===== config.mk =====
export PLATFORM = sky130hd
export DESIGN_NAME = tccu_cursor
export DESIGN_NICKNAME = d
export VERILOG_FILES = /design/src/rtl/tccu_pkg.sv /design/src/rtl/tccu_cursor.sv
export SDC_FILE = /design/constraint.sdc
export NUM_CORES = 1
export LEC_CHECK = 0
export BUFFER_PORTS_ARGS = -buffer_cell sky130_fd_sc_hd__buf_2
export CAP_MARGIN = 20
export CORE_MARGIN = 8
export CORE_UTILIZATION = 30
export DETAILED_ROUTE_END_ITERATION = 8
export GPL_ROUTABILITY_DRIVEN = 0
export PLACE_DENSITY = 0.53
export SYNTH_ARGS = -nofsm -noshare
export SYNTH_HDL_FRONTEND = slang
export SYNTH_SLANG_ARGS = --single-unit

===== constraint.sdc =====
create_clock -name vclk -period 2.96
set_clock_uncertainty 0.1 [all_clocks]
set_input_delay 0 -clock vclk [all_inputs]
set_output_delay 0 -clock vclk [all_outputs]
set_load 0.02 [all_outputs]

===== src/rtl/tccu_pkg.sv =====
// Package of types and constants for the text console cursor engine.
`timescale 1ns / 1ps

package tccu_pkg;

  // Screen geometry.
  localparam int COLUMNS    = 80;
  localparam int ROWS       = 25;
  localparam int CELL_COUNT = COLUMNS * ROWS;

  // Field widths.
  localparam int ROW_W  = 5;
  localparam int COL_W  = 7;
  localparam int POS_W  = 11;
  localparam int CELL_W = 16;
  localparam int ADDR_W = $clog2(CELL_COUNT);

  // Character and attribute codes.
  localparam logic [7:0] CHAR_NEWLINE = 8'd10;
  localparam logic [7:0] CHAR_RETURN  = 8'd13;
  localparam logic [7:0] BLANK_CHAR   = 8'h20;
  localparam logic [7:0] RESET_ATTR   = 8'h07;

  typedef enum logic [1:0] {
    ACT_PUT   = 2'd0,
    ACT_BACK  = 2'd1,
    ACT_CLEAR = 2'd2,
    ACT_READ  = 2'd3
  } action_e;

  typedef enum logic [2:0] {
    ST_INIT,
    ST_IDLE,
    ST_SCROLL,
    ST_CLEAR,
    ST_RESULT
  } state_e;

  // Cursor update and the memory work that one request asks for.
  typedef struct packed {
    logic [ROW_W-1:0]  row;
    logic [COL_W-1:0]  col;
    logic              wr_en;
    logic              wr_blank;
    logic [ADDR_W-1:0] wr_addr;
    logic              scroll;
    logic              clear;
  } cursor_upd_t;

endpackage


===== src/rtl/tccu_cursor.sv =====
// Cursor movement logic: next cursor position and cell write for one request.
`timescale 1ns / 1ps

module tccu_cursor (
  input  logic [1:0]                 action_i,
  input  logic [7:0]                 char_code_i,
  input  logic [tccu_pkg::ROW_W-1:0] row_i,
  input  logic [tccu_pkg::COL_W-1:0] col_i,
  output logic [tccu_pkg::POS_W-1:0] cur_pos_o,
  output tccu_pkg::cursor_upd_t      upd_o
);
  import tccu_pkg::*;

  logic [COL_W:0] col_n;
  logic [ROW_W:0] row_n;

  // Linear position of the present cursor.
  assign cur_pos_o = POS_W'(row_i) * POS_W'(COLUMNS) + POS_W'(col_i);

  // Work out the new cursor and any cell write.
  always_comb begin
    col_n          = {1'b0, col_i};
    row_n          = {1'b0, row_i};
    upd_o.wr_en    = 1'b0;
    upd_o.wr_blank = 1'b0;
    upd_o.wr_addr  = ADDR_W'(cur_pos_o);
    upd_o.scroll   = 1'b0;
    upd_o.clear    = 1'b0;
    case (action_e'(action_i))
      ACT_PUT: begin
        if (char_code_i == CHAR_NEWLINE) begin
          col_n = '0;
          row_n = {1'b0, row_i} + 1'b1;
        end else if (char_code_i == CHAR_RETURN) begin
          col_n = '0;
        end else begin
          upd_o.wr_en = 1'b1;
          col_n       = {1'b0, col_i} + 1'b1;
        end
        // Wrap at the line end.
        if (col_n >= (COL_W+1)'(COLUMNS)) begin
          col_n = '0;
          row_n = row_n + 1'b1;
        end
        // Moving below the last row scrolls the screen.
        if (row_n >= (ROW_W+1)'(ROWS)) begin
          upd_o.scroll = 1'b1;
          row_n        = (ROW_W+1)'(ROWS - 1);
        end
      end
      ACT_BACK: begin
        // Stepping back lands one cell before the cursor, even across a row; at the first cell nothing changes.
        upd_o.wr_addr = ADDR_W'(cur_pos_o) - 1'b1;
        if (col_i != '0) begin
          col_n          = {1'b0, col_i} - 1'b1;
          upd_o.wr_en    = 1'b1;
          upd_o.wr_blank = 1'b1;
        end else if (row_i != '0) begin
          row_n          = {1'b0, row_i} - 1'b1;
          col_n          = (COL_W+1)'(COLUMNS - 1);
          upd_o.wr_en    = 1'b1;
          upd_o.wr_blank = 1'b1;
        end
      end
      ACT_CLEAR: begin
        upd_o.clear = 1'b1;
        col_n       = '0;
        row_n       = '0;
      end
      ACT_READ: begin
        col_n = {1'b0, col_i};
      end
      default: begin
        col_n = {1'b0, col_i};
      end
    endcase
    upd_o.row = row_n[ROW_W-1:0];
    upd_o.col = col_n[COL_W-1:0];
  end

endmodule


==> run metrics <==
status completed; Tcrit/Tclk final 0.8975; fin nets 318; setup repair after global routing missed its margin no; type of the worst min-delay path in -> out; startpoint types input port; dominant cell type by area after synthesis ha_1; Netlist cell types 61; Pint 0.1538 mW; PwrDens 217.1 nW/um2; Leak Pwr 0.8865 nW; Slew @ Worst Pin 0.5347 ns; WP data required 2.86 ns; post-synthesis sequential area ratio 0; largest net degree at the start of global routing 23; min Tclk post-route 2.657 ns; maxcap violations 0; FF+latch count 0; combinational share of power 1.000; number of DRC markers in iteration 0 159; final setup violation count 0; via count 1,835; # IOs 60; clock share of power 0; worst endpoint data arrival time 2.56 ns; clkbuf count 0; max_slew headroom 0.6408; Synth area leaders ha_1 11%, xnor2_1 10%, nor2_1 5.8%; syn_nets 273; total global-route track usage 0.1215; die height 89.61 um; initial antenna violation count 0; fraction of layout cells with a size suffix above 1 0.2806; First-pass DRT Iterations 4; Final ANT Viol Nets 0; FMAX 376.4 MHz; Cell Area, Synth 1625 um2; Layout area overhead 17.86%; peak supply drop 0.0001861 V; vias in the first global route 1,752; Starting Density 0.3026; core box area 5371 um2; Final Hold Fails 0; Seq pwr share 0; detailed-placement wirelength estimate 3.924 mm; Total Power 0.4159 mW; DRC viols 0; grt ovf 0; top-area cell type share of the netlist area 0.1078; most common cell in the netlist nor2_1; Mean Syn Cell Area 6.916 um2; switching share of power 0.6302; port bufs 60; Die ar. 8029 um2; cts hold-fix bufs 0; Setup crit end kind output pin; Core Rows 27; Inserted Diodes 0; largest fanout on the critical path 4; yosys warns 0; Chip Width 89.61 um; Post-Route WL 4.839 mm; WL/cell 13.83 um; Setup TNS 0 ns; hold-critical path depth 2; hold slack 0.2044 ns; top cells by count, synth 25 x nor2_1, 19 x xnor2_1, 18 x nand2_1, 14 x ha_1, 12 x a21oi_1; sequential cell area 0 um2; Mapped Cells 235; Via-to-Cell Ratio 5.243; critical path class in -> out; NetSw 0.2621 mW; first-pass GRT wire length 8.252 mm; Final Max Tran Viols 0
cell families (layout without fill, tap and decap cells):
group | after synthesis | after routing | share of synthesized area
and+or+nand+nor | 105 | 105 | 0.3518
buffers and inverters | 28 | 71 | 0.09084
xor gates and xnor gates | 30 | 30 | 0.1748
adders and majority gates | 16 | 16 | 0.1324
AOI/OAI and AO/OA | 56 | 56 | 0.2502
timing repair:
| action | in CTS | in global routing |
|---|---|---|
| setup endpoints to repair | 0 | 1 |
| setup buffers | 0 | 1 |
| endpoints found under the hold margin | 0 | 0 |
| resized for setup | 0 | 2 |
cell usage in the layout (no fill, tap or decap), types with 2 or more instances in the layout:
cell type,instances
a211oi_1,2
a21o_1,3
a21oi_1,12
a22oi_1,2
a31oi_1,3
and3_1,4
and3_2,2
buf_2,60
fa_1,2
ha_1,14
inv_1,10
nand2_1,18
nand2b_1,5
nand3_1,8
nand3b_1,4
nand4_1,3
nor2_1,25
nor2b_1,7
nor3_1,8
nor4_1,3
nor4b_2,2
o21ai_0,9
o311ai_0,2
o31ai_1,3
o32ai_1,2
or2_1,2
or2_2,2
or3_1,3
or3_2,2
xnor2_1,19
xor2_1,9
metal layers:
metal	track usage	share of wire	vias to the layer above
li1	-	-	942
met1	0.1817	0.47	826
met2	0.1852	0.44	61
met3	0.01183	0.081	6
met4	0.01360	0.0097	0
met5	0	0	-
worst paths after layout:
kind | startpoint | end | slack [ns]
worst min-delay path | col_i[0] | cur_pos_o[0] | 0.20
worst max-delay path | char_code_i[5] | upd_o[1] | 0.30
critical path: stages:
cell and delay [ns]:
buf_2 0.11, nor4_1 0.32, and3_2 0.28, nand2_1 0.06, o21ai_0 0.09, ha_1 0.23, inv_1 0.08, xnor3_1 0.33
a2111oi_1 0.38, o21ai_1 0.14, a311oi_1 0.32, buf_2 0.22
layout make-up:
cell class | count | area [um2]
fill | 575 | 3456
inverter | 10 | 37.54
timing repair buffer | 61 | 307.8
multi-input combinational | 207 | 1480
tap | 72 | 90.09
through the flow:
stage            util  instance area, um2  setup slack [ns]  std cells
4_1_cts        0.3548                1906            0.1744        349
6_report       0.3566                1916            0.3034        350
3_5_place_dp   0.3548                1906            0.1811        349
5_1_grt        0.3566                1916           0.02568        350
2_1_floorplan       -                1625            0.3873        235
3_3_place_gp   0.3548                1906            0.1795        349
power by group through the flow:
stage	Sequential [mW]	Combinational (mW)	Clock, mW
final	0	0.416	0
after global routing	0	0.461	0
after CTS	0	0.420	0
after detailed placement	0	0.418	0
after global placement	0	0.419	0
after floorplan	0	0.300	0
(Power assumes the default switching activity.)
